### config.mk
export PLATFORM = sky130hd
export DESIGN_NAME = fbli_ram
export DESIGN_NICKNAME = d
export VERILOG_FILES = /design/src/design/fbli_ram.sv
export SDC_FILE = /design/constraint.sdc
export NUM_CORES = 1
export LEC_CHECK = 0
export BUFFER_PORTS_ARGS = -buffer_cell sky130_fd_sc_hd__buf_2
export CORE_UTILIZATION = 60
export CTS_CLUSTER_SIZE = 16
export DETAILED_ROUTE_END_ITERATION = 8
export PLACE_DENSITY_LB_ADDON = 0.08
export RECOVER_POWER = 50
export REMOVE_ABC_BUFFERS = 1
export SETUP_SLACK_MARGIN = 0.1
export SLEW_MARGIN = 20
export SYNTH_ARGS = -nofsm -noshare
export SYNTH_HDL_FRONTEND = slang
export SYNTH_SLANG_ARGS = --single-unit
### constraint.sdc
create_clock -name i_clk -period 3.6 [get_ports i_clk]
set_input_delay 0.36 -clock i_clk [delete_from_list [all_inputs] [get_ports i_clk]]
set_output_delay 0.36 -clock i_clk [all_outputs]
set_load 0.02 [all_outputs]
### src/design/fbli_ram.sv
// Generic single-port synchronous RAM with a registered read.
// Depends on nothing; width and depth come in as parameters.
`default_nettype none

module fbli_ram #(
    parameter int WIDTH = 8,
    parameter int DEPTH = 16
) (
    input  wire logic                                         i_clk,
    input  wire logic                                         i_we,
    input  wire logic [((DEPTH > 1) ? $clog2(DEPTH) : 1)-1:0] i_addr,
    input  wire logic [WIDTH-1:0]                             i_wdata,
    output logic      [WIDTH-1:0]                             o_rdata
);

    logic [WIDTH-1:0] r_mem [DEPTH];

    always_ff @(posedge i_clk) begin
        if (i_we) begin
            r_mem[i_addr] <= i_wdata;
        end
        o_rdata <= r_mem[i_addr];
    end

endmodule

`default_nettype wire

==> results.yml <==
place:
  io_buffers: 21
  place_congestion: 0.737
  place_inst: 353
  dp_hpwl_um: 5590
  dp_slack_ns: 1.13
  placed_cell_area_um2: 5300
global_route:
  grt_use_total_pct: 23.7
  grt_max_degree: 28
  grt_pass1_wl_um: 13900
  antenna_found_initial: 0
  grt_pass1_vias: 2437
  overflow: 0
synthesis:
  synth_area_per_cell_um2: 22.0
  netlist_area_um2: 5070
  synth_area_leaders: "edfxtp_1 (76%), mux4_2 (14%), dfxtp_1 (3.2%)"
  ys_warn_count: 0
  syn_inst: 230
  ys_seq_area_share_pct: 79.0
  synth_cell_type_count: 18
  synth_seq_cells: 136
  netlist.area_leader.share_pct: 75.9
  synth.largest_area_cell: "edfxtp_1"
routing:
  drtAntennaViolNets: 0
  routed_via_density: 6.24
  dr.pass1.iters: 4
  post_drt_wl_per_cell_um: 23.8
  drt_wl_total_um: 9160
  drtIter0Drc: 212
  via_count: 2401
  drc: 0
sta:
  post-route-min-period_ns: 1.91
  worstMarginPinSlew_ns: 0.890
  final-setup-viol-count: 0
  clock.fmax_mhz: 525
  layout_setup_ws_ns: 1.69
  slew_headroom_pct: 40.4
  rsz0062_at_grt: "false"
  clock_skew_ns: 0.00637
  finalCritPeriodShare_pct: 52.9
  hold_viol_final: 0
  tns_ns: 0
  slew_viol_final: 0
cts:
  ctsResizeCount: 0
  cts_tree: "built"
  path_clk_slew_ns: 0.06
  cts_made_buffers: 17
  clk_path_buf_depth: 2
  cts_hold_buf: 0
  clkSinkCount: 136
  cts-htree-levels: 4
  root_buffer: "clkbuf_8"
  postCtsSetupBuffers: 0
  clkLatencyLatePin_ns: 0.51
layout:
  layout.nets: 281
  instances_no_fill: 385
  drive_gt1_share_pct: 30.0
  antenna_cells: 0
  syn2layout_area_growth_pct: 16.0
  layout_commonest_cell: "edfxtp_1"
  design_area_um2: 5880
  fillCellCount: 491
  final_cell_mix: "edfxtp_1 (128), mux4_2 (32), a22oi_1 (16), clkbuf_16 (16)"
setup_path:
  cp.required_ns: 4.00
  crit_arrival_ns: 2.30
  rr_startpoint: "r_mem[11][5]"
  ff2ff_path_depth: 3
  r2r_end: "o_rdata[5]"
  path_max_fanout: 27
  r2r_slack_ns: 2.24
  crit_type: "input port to flip-flop"
  cp-end-kind: "flip-flop"
  start_kind: "input port"
die:
  boundaryPins: 22
  start_util_pct: 62.0
  rows: 33
  die_x_um: 93.9
  dieArea_um2: 8820
  core_region_area_um2: 8180
  die_h_um: 93.9
run_status:
  status: "completed"
hold_path:
  min_path_type: "input port to flip-flop"
  min_from: "i_wdata[7]"
  min_delay_path_depth: 1
  holdPathEnd: "r_mem[6][7]"
power_and_ir_drop:
  peakVddDrop_mv: 0.354
  power_density_nw_per_um2: 619
  p_leak_nw: 1.91
run:
  max_cap_violations: 0
## per-layer routing
layer	track usage, %	vias up	part of all wire, %	routed length [µm]
li1	-	1038	-	-
met1	34.0	1247	41	3790
met2	35.0	106	50	4540
met3	6.88	10	7.8	713
met4	9.10	0	1.2	107
met5	0	-	0	0
## sequential cells by signal, summed over array words and instances, names as in the netlist
| register | cells |
|---|---|
| r_mem | 128 |
| o_rdata | 8 |
## cells by family (layout without fill, tap and decap cells)
family | after synthesis | after routing | synth area share (%)
AOI/OAI and AO/OA | 16 | 16 | 2.37
buffers and inverters | 11 | 61 | 1.19
DFF | 136 | 136 | 79.0
muxes | 32 | 32 | 14.2
and+or+nand+nor | 35 | 35 | 3.21
## how the worst max path moves through the flow
stage               from          end  slack [ns]  cells past startpoint
3_5_place_dp   i_addr[0]   o_rdata[2]        1.13                      5
3_3_place_gp   i_addr[0]   o_rdata[2]        1.12                      5
5_1_grt        i_addr[0]   o_rdata[5]        1.53                      5
6_report       i_addr[0]   o_rdata[2]        1.69                      5
2_1_floorplan  i_addr[2]  r_mem[0][0]        1.75                      2
4_1_cts        i_addr[0]   o_rdata[5]        1.68                      5
## critical path, cell delays in order
cell     delay (ns)
buf_2          0.62
buf_4          0.40
mux4_2         0.53
a22oi_1        0.28
nand2_1        0.08
## stage by stage
step | hold slack (ns) | power [mW] | util, %
floorplan | 0.459 | 1.90 | -
global placement | 0.653 | 1.98 | 64.9
detailed placement | 0.663 | 1.98 | 64.9
CTS | 0.208 | 3.66 | 72.1
global route | 0.377 | 3.73 | 71.9
finish | 0.384 | 3.64 | 71.9
## synthesized netlist by cell type, drive strengths merged
cell	number
clkbuf	3
nand3b	2
edfxtp	128
or3b	1
nor3	4
nand2b	2
nand3	1
a22oi	16
buf	8
nor2	13
nand2	9
and2	1
dfxtp	8
nor2b	2
mux4	32
## layout make-up
class | count | area, µm² | share of cell area [%]
flip-flops and latches | 136 | 4000 | 68.1
multi-input cells | 83 | 1000 | 17.1
clock buffers | 18 | 418 | 7.11
clock inverters | 14 | 173 | 2.94
repair buffers | 29 | 151 | 2.57
well taps | 105 | 131 | 2.23
## power by group
part           internal, mW  switching [mW]
clock network          1.06           0.638
registers              1.77          0.0100
logic                0.0636           0.101
Power figures use the tool's default switching activity.
