### config.mk
export PLATFORM = sky130hd
export DESIGN_NAME = fbli_ctrl
export DESIGN_NICKNAME = d
export VERILOG_FILES = /design/src/design/fbli_pkg.sv /design/src/design/fbli_ctrl.sv
export SDC_FILE = /design/constraint.sdc
export NUM_CORES = 1
export LEC_CHECK = 0
export BUFFER_PORTS_ARGS = -buffer_cell sky130_fd_sc_hd__buf_2
export CAP_MARGIN = 5
export CORE_MARGIN = 4
export CORE_UTILIZATION = 52
export CTS_CLUSTER_DIAMETER = 30
export DETAILED_ROUTE_END_ITERATION = 8
export PLACE_DENSITY_LB_ADDON = 0.12
export SETUP_SLACK_MARGIN = 0.15
export SLEW_MARGIN = 20
export SYNTH_ARGS = -nofsm -noshare
export SYNTH_HDL_FRONTEND = slang
export SYNTH_SLANG_ARGS = --single-unit
### constraint.sdc
create_clock -name i_clk -period 2.8 [get_ports i_clk]
set_input_delay 0.56 -clock i_clk [delete_from_list [all_inputs] [get_ports i_clk]]
set_output_delay 0.56 -clock i_clk [all_outputs]
set_load 0.02 [all_outputs]
### src/design/fbli_pkg.sv
// Package for the free block list insert block: sizes, status codes,
// controller states and the memory request types. No dependencies.
`default_nettype none

package fbli_pkg;

    localparam int DISK_BLOCKS         = 1024;
    localparam int ENTRIES_PER_SEGMENT = 64;
    localparam int MAX_SEGMENTS        = 16;

    localparam int BLK_W       = 10;
    localparam int IN_TDATA_W  = 16;
    localparam int OUT_TDATA_W = 8;

    localparam int ENTRY_DEPTH = MAX_SEGMENTS * ENTRIES_PER_SEGMENT;
    localparam int SEG_W       = $clog2(MAX_SEGMENTS + 1);
    localparam int FILL_W      = $clog2(ENTRIES_PER_SEGMENT + 1);
    localparam int ENT_CW      = $clog2(ENTRY_DEPTH + 1);
    localparam int HEAD_AW     = (MAX_SEGMENTS > 1) ? $clog2(MAX_SEGMENTS) : 1;
    localparam int ENT_AW      = (ENTRY_DEPTH > 1) ? $clog2(ENTRY_DEPTH) : 1;

    typedef enum logic [1:0] {
        ST_OK        = 2'd0,
        ST_INVALID   = 2'd1,
        ST_DUPLICATE = 2'd2,
        ST_FULL      = 2'd3
    } t_status;

    typedef enum logic [1:0] {
        S_IDLE,
        S_HEAD,
        S_ENT,
        S_DECIDE
    } t_state;

    typedef struct packed {
        logic               we;
        logic [HEAD_AW-1:0] addr;
        logic [BLK_W-1:0]   wdata;
    } t_head_req;

    typedef struct packed {
        logic              we;
        logic [ENT_AW-1:0] addr;
        logic [BLK_W-1:0]  wdata;
    } t_ent_req;

    typedef struct packed {
        t_status status;
        logic    new_segment;
    } t_result;

endpackage

`default_nettype wire

### src/design/fbli_ctrl.sv
// Controller of the free block list insert block: duplicate scan over the
// head and entry memories, then the decision and write-back. Uses fbli_pkg.
`default_nettype none

module fbli_ctrl (
    input  wire logic                     i_clk,
    input  wire logic                     i_rst_n,
    input  wire logic                     i_in_valid,
    input  wire logic [fbli_pkg::BLK_W-1:0] i_block,
    output logic                          o_in_ready,
    input  wire logic                     i_out_free,
    output logic                          o_res_valid,
    output fbli_pkg::t_result             o_res,
    output fbli_pkg::t_head_req           o_head_req,
    input  wire logic [fbli_pkg::BLK_W-1:0] i_head_rdata,
    output fbli_pkg::t_ent_req            o_ent_req,
    input  wire logic [fbli_pkg::BLK_W-1:0] i_ent_rdata
);
    import fbli_pkg::*;

    localparam int IDX_W = ENT_CW;

    t_state              r_state, n_state;
    logic [SEG_W-1:0]    r_used, n_used;
    logic [FILL_W-1:0]   r_fill, n_fill;
    logic [ENT_CW-1:0]   r_total, n_total;
    logic [IDX_W-1:0]    r_idx, n_idx;
    logic [BLK_W-1:0]    r_blk, n_blk;
    logic                r_inv, n_inv;
    logic                r_dup, n_dup;
    logic                r_pend_head, n_pend_head;
    logic                r_pend_ent, n_pend_ent;
    logic                w_dup_now;

    // A read issued last cycle is compared here, so the last one still
    // counts when the decision is taken.
    assign w_dup_now = r_dup
                     | (r_pend_head && (i_head_rdata == r_blk))
                     | (r_pend_ent && (i_ent_rdata == r_blk));

    always_ff @(posedge i_clk) begin
        if (!i_rst_n) begin
            r_state     <= S_IDLE;
            r_used      <= '0;
            r_fill      <= '0;
            r_total     <= '0;
            r_pend_head <= 1'b0;
            r_pend_ent  <= 1'b0;
        end else begin
            r_state     <= n_state;
            r_used      <= n_used;
            r_fill      <= n_fill;
            r_total     <= n_total;
            r_pend_head <= n_pend_head;
            r_pend_ent  <= n_pend_ent;
        end
        r_idx <= n_idx;
        r_blk <= n_blk;
        r_inv <= n_inv;
        r_dup <= n_dup;
    end

    always_comb begin
        n_state     = r_state;
        n_used      = r_used;
        n_fill      = r_fill;
        n_total     = r_total;
        n_idx       = r_idx;
        n_blk       = r_blk;
        n_inv       = r_inv;
        n_dup       = w_dup_now;
        n_pend_head = 1'b0;
        n_pend_ent  = 1'b0;
        o_in_ready  = 1'b0;
        o_res_valid = 1'b0;
        o_res       = '{status: ST_OK, new_segment: 1'b0};
        o_head_req  = '{we: 1'b0, addr: r_idx[HEAD_AW-1:0], wdata: r_blk};
        o_ent_req   = '{we: 1'b0, addr: r_idx[ENT_AW-1:0], wdata: r_blk};

        unique case (r_state)
            S_IDLE: begin
                o_in_ready = 1'b1;
                if (i_in_valid) begin
                    n_blk   = i_block;
                    n_inv   = (i_block < BLK_W'(2)) || (32'(i_block) >= DISK_BLOCKS);
                    n_dup   = 1'b0;
                    n_idx   = '0;
                    n_state = n_inv ? S_DECIDE : S_HEAD;
                end
            end
            S_HEAD: begin
                if (r_idx < IDX_W'(r_used)) begin
                    n_pend_head = 1'b1;
                    n_idx       = r_idx + IDX_W'(1);
                end else begin
                    n_idx   = '0;
                    n_state = S_ENT;
                end
            end
            S_ENT: begin
                if (r_idx < r_total) begin
                    n_pend_ent = 1'b1;
                    n_idx      = r_idx + IDX_W'(1);
                end else begin
                    n_state = S_DECIDE;
                end
            end
            S_DECIDE: begin
                if (i_out_free) begin
                    o_res_valid = 1'b1;
                    n_state     = S_IDLE;
                    priority if (r_inv) begin
                        o_res.status = ST_INVALID;
                    end else if (w_dup_now) begin
                        o_res.status = ST_DUPLICATE;
                    end else if ((r_used != '0) && (r_fill < FILL_W'(ENTRIES_PER_SEGMENT))) begin
                        // Room left in the last segment: append an entry.
                        o_ent_req.we   = 1'b1;
                        o_ent_req.addr = r_total[ENT_AW-1:0];
                        n_fill         = r_fill + FILL_W'(1);
                        n_total        = r_total + ENT_CW'(1);
                    end else if (r_used >= SEG_W'(MAX_SEGMENTS)) begin
                        o_res.status = ST_FULL;
                    end else begin
                        // No segment yet, or the last one is full.
                        o_res.new_segment = 1'b1;
                        o_head_req.we     = 1'b1;
                        o_head_req.addr   = r_used[HEAD_AW-1:0];
                        n_used            = r_used + SEG_W'(1);
                        n_fill            = '0;
                    end
                end
            end
            default: n_state = S_IDLE;
        endcase
    end

    a_used_bound: assert property (@(posedge i_clk) disable iff (!i_rst_n)
        r_used <= SEG_W'(MAX_SEGMENTS))
        else $error("segment count past its maximum");

    a_fill_bound: assert property (@(posedge i_clk) disable iff (!i_rst_n)
        r_fill <= FILL_W'(ENTRIES_PER_SEGMENT))
        else $error("segment fill past its maximum");

    a_new_is_ok: assert property (@(posedge i_clk) disable iff (!i_rst_n)
        (o_res_valid && o_res.new_segment) |-> (o_res.status == ST_OK))
        else $error("new segment flagged on a rejected block");

    a_new_clears_fill: assert property (@(posedge i_clk) disable iff (!i_rst_n)
        (o_res_valid && o_res.new_segment) |=> (r_fill == '0))
        else $error("fill not cleared after a new segment");

    a_no_write_in_scan: assert property (@(posedge i_clk) disable iff (!i_rst_n)
        (o_head_req.we || o_ent_req.we) |-> (r_state == S_DECIDE))
        else $error("memory written outside the decision step");

endmodule

`default_nettype wire

==> results.md, run 1 <==
- Outcome: complete, but fails checks
- Failing checks: setup timing
- Post-Syn Instances: 324
- CTS buffer count: 5
- Vias/cell: 5.519
- Remaining antenna violation count: 0
- Switch share: 0.3971
- Syn Area/Cell: ~10 µm²
- H-tree level count: 2
- GP Congestion: 0.8227
- Largest net degree at the start of global routing: 19
- Unrepaired setup endpoints after global routing: true
- DRC: 0
- Die height: about 87 µm
- Power Density: about 760 nW/µm²
- Tot GR Track Use: 0.2034
- Die ar.: ~7500 µm²
- Clock power frac: 0.134
- 1st-iter DRT viols: 127
- Worst setup SP type: register
- Area of the core: approximately 6000 µm²
- Netlist Area Pre-Place: between 3000 and 4000 µm²
- CTS tree: done
- Post-Route Utilization: 0.6798
- Wirelength per Cell: around 16 µm
- Power consumption: 3.100 mW
- Worst-path fanout max: 5
- Worst-path cell chain: inv_1 > a41o_1 > or2_4 > nor3_4 > clkbuf_16 > mux2_4 > buf_6
- Clk root buf: clkbuf_8
- Max Transition Viols Final: 0
- Slew headroom: 0.4682
- Post-synth EDFFs: 22
- Initial antenna violation count: 0
- First-pass GRT wire length: between 10,000 and 15,000 µm
- Post-synth ARST share: 0
- Max-cap violations: 0
- Clock Path Buffers: 2
- Critical path's slowest cell: dfxtp_1
- First-pass DRT Iterations: 5
- Yosys warns: 0
- Register area share after synthesis: 0.3781
- # IOs: between 70 and 80
- Internal: ~1.9 mW
- Part of the power in registers: 0.369
- CTS clk-pin slew, worst paths: 0.09 ns
- Die Width: just under 90 µm
- Sink Count: 50
- Netlist cell types: 55
- Post-route worst setup slack: -0.08289 ns
- Rows: 28
- DP Wirelength: ~5600 µm
- Commonest non-fill, non-tap cells in the layout: buf_2 (58), nor2_1 (27), buf_4 (23), dfxtp_1 (23)
- Fmax: between 0.3 and 0.4 GHz
- Port Buffers: between 70 and 80
- Hold crit path type: input pin to register
- Antenna diodes: 0
- Data arrival time of the worst path: ~2.3 ns
- VDD IR-drop max: 0.4898 mV
- Skew-Pair Late Insertion Delay: 0.30 ns
- Comb power frac: 0.497
- WS Path Type: register to primary output
- Switching power: ~1.2 mW
- Final setup fails: 11
- Starting density of the core: 0.5391
- Final Cycle Share: 1.030
- Prevailing post-synth register cell: dfxtp_1
- Share of layout cells above drive strength 1: 0.3565
- Cell Area, Placed: ~3700 µm²
- P_leak: between 1.5 and 2 nW
- Post-synthesis net count: approximately 380
- Design Area, Final: 4073 µm²
- R2R setup slack: 0.50 ns
- Clk_skew: 0.006559 ns
- Least-Margin Pin Slew: about 0.8 ns
- Largest stage delay, worst path: ~0.40 ns
- Crit path time final: 2.883 ns
- Cts hold-fix bufs: 0
- Final wirelength: 7658 µm
- Post-layout nets: between 400 and 500
- Synth Register Bits: 50
- Commonest non-fill, non-tap cell in the layout: buf_2
- CP Data Required Time: approximately 2.2 ns
- Vias in the first global route: 2,598
- Vias: between 2,000 and 3,000
- Final Hold Fails: 0
- Syn-to-layout area delta: 26.11%
- Gr ovfl total: 0
- Critical Path Sink Type: primary output
## per-stage QoR
stage | worst slack (ns) | cells | hold WS [ns] | TNS, ns
after detailed placement | 0.02225 | 468 | 0.4828 | 0
after CTS | -0.1034 | 478 | 0.4208 | -1.044
final | -0.08289 | 493 | 0.4292 | -0.6296
after floorplan | 0.1791 | 324 | 0.4561 | 0
after global placement | 0.05769 | 468 | 0.4752 | 0
after global routing | -0.1640 | 493 | 0.4157 | -1.616
## repair_timing
action	4_1_cts	5_1_grt
pin swaps	1	14
gates resized for setup	7	46
cloned	0	1
setup buffers	2	14
setup endpoints to repair	19	19
## per-layer routing
layer,GRT usage,part of all wire
met5,0,0
met4,0.05949,0.014
met3,0.02947,0.056
met2,0.3347,0.48
met1,0.2767,0.45
## flip-flops by register name, indices dropped and copies added, names as in the netlist
| name | cells |
|---|---|
| r_idx | 11 |
| r_total | 11 |
| r_blk | 10 |
| r_fill | 7 |
| r_used | 5 |
| r_state | 2 |
| r_dup | 1 |
| r_inv | 1 |
| r_pend_ent | 1 |
| r_pend_head | 1 |
## final timing paths
path / from / endpoint / cells past startpoint
hold reg to reg: r_used[2]$_SDFFE_PN0P_ / r_used[2]$_SDFFE_PN0P_ / 2
setup reg to reg: r_total[4]$_SDFFE_PN0P_ / r_idx[7]$_DFFE_PP_ / 8
hold / removal: i_block[0] / r_blk[0]$_DFFE_PP_ / 1
setup / recovery: r_used[3]$_SDFFE_PN0P_ / o_ent_req[15] / 7
## cells by family after synthesis
logic type               count (synthesis)  synth area share
multiplexers                            19           0.07594
AO/OA/AOI/OAI                           52            0.1069
XOR/XNOR                                34           0.09221
flip-flops                              50            0.3781
adder cells (fa/ha/maj)                 23           0.08911
AND/OR/NAND/NOR                        108            0.1937
buffers and inverters                   38           0.06393
## cell type report
class	instances	area, µm²
fill	480	1918
multi-input combinational	236	1849
sequential	50	1230
timing repair buffer	103	733.2
tap	75	93.84
inverter	21	81.33
clock buffer	5	68.82
clock inverter	3	16.27
## synth_stat cells, types with 5 or more instances
master	instances	area [µm²]
nand2_1	17	63.81
edfxtp_1	22	660.6
dfxtp_1	28	560.5
mux2i_1	5	50.05
nor2_1	27	101.4
mux2_4	10	150.1
a21oi_1	22	110.1
inv_1	20	75.07
ha_1	23	287.8
a21o_1	5	37.54
nand3_1	15	75.07
xor2_1	11	96.34
o21ai_0	6	30.03
nand4_1	7	43.79
and3_1	7	43.79
buf_4	11	82.58
xnor2_1	23	201.4
## power groups by stage
stage / Sequential (mW) / Clock, mW / Combinational, mW
floorplan: 1.16 / 0 / 0.925
global placement: 1.16 / 0 / 1.30
global route: 1.18 / 0.460 / 1.69
CTS: 1.14 / 0.426 / 1.37
detailed placement: 1.16 / 0 / 1.34
finish: 1.15 / 0.416 / 1.54
## critical path: cells and delay by family, from the launching register on
family | cells | cell delay, ns
compound gates | 1 | 0.29
buf+inv | 3 | 0.45
flops | 1 | 0.40
mux | 1 | 0.30
simple gates | 2 | 0.59
(Power assumes the default switching activity.)
==> run 2: changes to the inputs <==
- ABC_AREA: default -> 1
- CELL_PAD_IN_SITES_DETAIL_PLACEMENT: default -> 0
- CELL_PAD_IN_SITES_GLOBAL_PLACEMENT: default -> 1
- CORE_UTILIZATION: 52 -> 40
- SLEW_MARGIN: 20 -> 0
==> run 2 against run 1 <==
Against the previous run: the flow now finishes without violations; sequential power decreased by 5%; global-route usage decreased by 2.1 points; die area increased by 37%; non-clock buffer count increased by 4.
==> results.md, run 2 <==
- Outcome: finished clean
- Share of layout cells above drive strength 1: 0.2658
- Hold crit path type: input pin to register
- Clock power frac: 0.138
- Syn-to-layout area delta: 25.36%
- 1st-iter DRT viols: 98
- Top cell type's share of synthesized area: 0.1891
- Vias: 3,322
- CTS buffer count: 5
- Part of the power in registers: 0.352
- GP Congestion: roughly 0.88
- R2R depth: 8
- Worst hold slack: around 0.43 ns
- Max Transition Viols Final: 0
- Die height: between 100 and 150 µm
- Power Density: 705.5 nW/µm²
- Final Cycle Share: 0.9656
- Crit path time final: around 2.7 ns
- DRC: 0
- Starting density of the core: 0.4188
- Biggest regs: r_idx x11, r_total x11, r_blk x10
- Hold path startpoint: i_block[0]
- Cell Area, Placed: roughly 3900 µm²
- Antenna diodes: 0
- WS Path Type: register to primary output
- Design Area, Final: between 4000 and 5000 µm²
- Post-synth ARST share: 0
- Internal: roughly 1.8 mW
- Worst hold path depth: 1
- Post-synth EDFFs: 22
- Remaining antenna violation count: 0
- Top post-synthesis cells by count: nand2_1 (110), inv_1 (61), nor2_1 (50), nand4_1 (30), dfxtp_1 (28)
- Commonest non-fill, non-tap cell in the layout: nand2_1
- Crit path from: r_blk[2]$_DFFE_PP_
- Tot GR Track Use: 0.1826
- H-tree level count: 2
- Port Buffers: 74
- Top-count cell post-synth: nand2_1
- Critical Path Sink Type: primary output
- Switching power: approximately 1.3 mW
- Setup WS pre-CTS: around 0.18 ns
- Clock Path Buffers: 2
- CTS tree: done
- Comb power frac: 0.510
- Netlist cell types: 35
- Final Hold Fails: 0
- First-pass DRT Iterations: 4
- Clk root buf: clkbuf_8
- Skew-Pair Late Insertion Delay: just over 0.3 ns
- Syn Area/Cell: 7.386 µm²
- Post-route worst setup slack: 0.09631 ns
- Final wirelength: 9179 µm
- Largest net degree at the start of global routing: 22
- Wirelength per Cell: 13.64 µm
- Rows: 33
- Data arrival time of the worst path: 2.14 ns
- Die ar.: a little over 10,000 µm²
- Register Area: between 1000 and 1500 µm²
- Worst setup SP type: register
- Post-layout nets: around 620
- Max-cap violations: 0
- CTS clk-pin slew, worst paths: around 0.090 ns
- Unrepaired setup endpoints after global routing: true
- Slew headroom: 0.5103
- Commonest non-fill, non-tap cells in the layout: nand2_1 (107), buf_2 (62), inv_1 (59), nor2_1 (50), buf_4 (36)
- Vias in the first global route: approximately 3,100
- Synth area leader: edfxtp_1
- Reg2reg start: r_total[2]$_SDFFE_PN0P_
- Post-Syn Instances: 473
- Sink Count: 50
- Fmax: between 0.3 and 0.4 GHz
- Footprint of the multi-input gates: 1991 µm²
- CP Data Required Time: roughly 2.2 ns
- Initial antenna violation count: 0
- Gr ovfl total: 0
- Synth Register Bits: 50
- First-pass GRT wire length: approximately 15,000 µm
- Filler Cells Inserted: 844
- DP Wirelength: ~6700 µm
- Die Width: 101.5 µm
- Post-synthesis net count: 530
- Prevailing post-synth register cell: dfxtp_1
- P_leak: a little under 2 nW
- Register area share after synthesis: 0.3496
- # IOs: 75
- Worst-path fanout max: 13
- Least-Margin Pin Slew: 0.7338 ns
- Vias/cell: about 4.9
- Switch share: 0.4326
- Netlist Area Pre-Place: approximately 3500 µm²
- Yosys warns: 0
- Top cells by area, synth: edfxtp_1 (19%), dfxtp_1 (16%), nand2_1 (12%)
- VDD IR-drop max: 0.4569 mV
- Clk_skew: just under 0.009 ns
- Final setup fails: 0
- Area of the core: about 8300 µm²
[run 2: cell count changes in the layout (fill, tap and decap cells not counted), sizes merged, moves of 10 or more]
cell,previous run,this run
inv,20,65
o21ai,7,17
nor2,27,56
nand4,7,30
nand2,17,111
xnor2,23,6
mux2,14,0
[run 2: per-stage QoR]
step | utilization | cells | total power, mW | TNS (ns)
after floorplan | - | 473 | 2.046 | 0
after global placement | 0.4695 | 639 | 2.482 | 0
after detailed placement | 0.4695 | 639 | 2.496 | 0
after CTS | 0.4938 | 657 | 2.969 | 0
after global routing | 0.5251 | 673 | 3.335 | -0.01748
final | 0.5251 | 673 | 3.089 | 0
[run 2: cell families after synthesis]
kind of cell,after synthesis,share of synthesized area
simple gates,239,0.3198
compound gates,49,0.07343
fa+ha+maj,23,0.08238
buf+inv,87,0.1121
xor+xnor,25,0.06268
flops,50,0.3496
[run 2: layout make-up]
class,count,share of cell area
clock inverters,3,0.003714
repair buffers,107,0.1606
well taps,105,0.03000
inverters,65,0.05629
flip-flops and latches,50,0.2791
multi-input cells,338,0.4546
clock buffers,5,0.01571
[run 2: worst paths after layout]
kind | slack, ns | end
worst max-delay path | 0.1 | o_ent_req[15]
worst min-delay path | 0.43 | r_blk[0]$_DFFE_PP_
worst max register to register | 0.44 | r_idx[2]$_DFFE_PP_
worst min register to register | 0.47 | r_total[10]$_SDFFE_PN0P_
[run 2: power groups by stage]
stage / registers (mW) / clock network [mW] / logic (mW)
after CTS: 1.09 / 0.439 / 1.44
after floorplan: 1.13 / 0 / 0.912
after detailed placement: 1.11 / 0 / 1.39
after global placement: 1.11 / 0 / 1.38
final: 1.09 / 0.426 / 1.58
after global routing: 1.10 / 0.464 / 1.77
[run 2: worst max-delay path: stages, from the launching register on]
cell      delay [ns]
edfxtp_1        0.45
xnor2_1         0.17
nand2_1         0.10
nor2_1          0.12
nand2_1         0.10
nor2_4          0.18
nor2_8          0.08
buf_12          0.13
nand3_4         0.16
nand2_1         0.10
o21ai_2         0.07
buf_4           0.16
[run 2: layer usage]
| layer | share of wire | GRT usage |
|---|---|---|
| met5 | 0 | 0 |
| met4 | 0.010 | 0.04294 |
| met3 | 0.028 | 0.02755 |
| met2 | 0.48 | 0.2802 |
| met1 | 0.49 | 0.2698 |
[run 2: repair_timing]
item | 4_1_cts | 5_1_grt
resized for setup | 8 | 41
pin swaps | 3 | 21
buffers inserted | 8 | 16
cloned | 2 | 0
hold buffers | 0 | 0
setup endpoints to repair | 16 | 18
hold endpoints to repair | 0 | 0
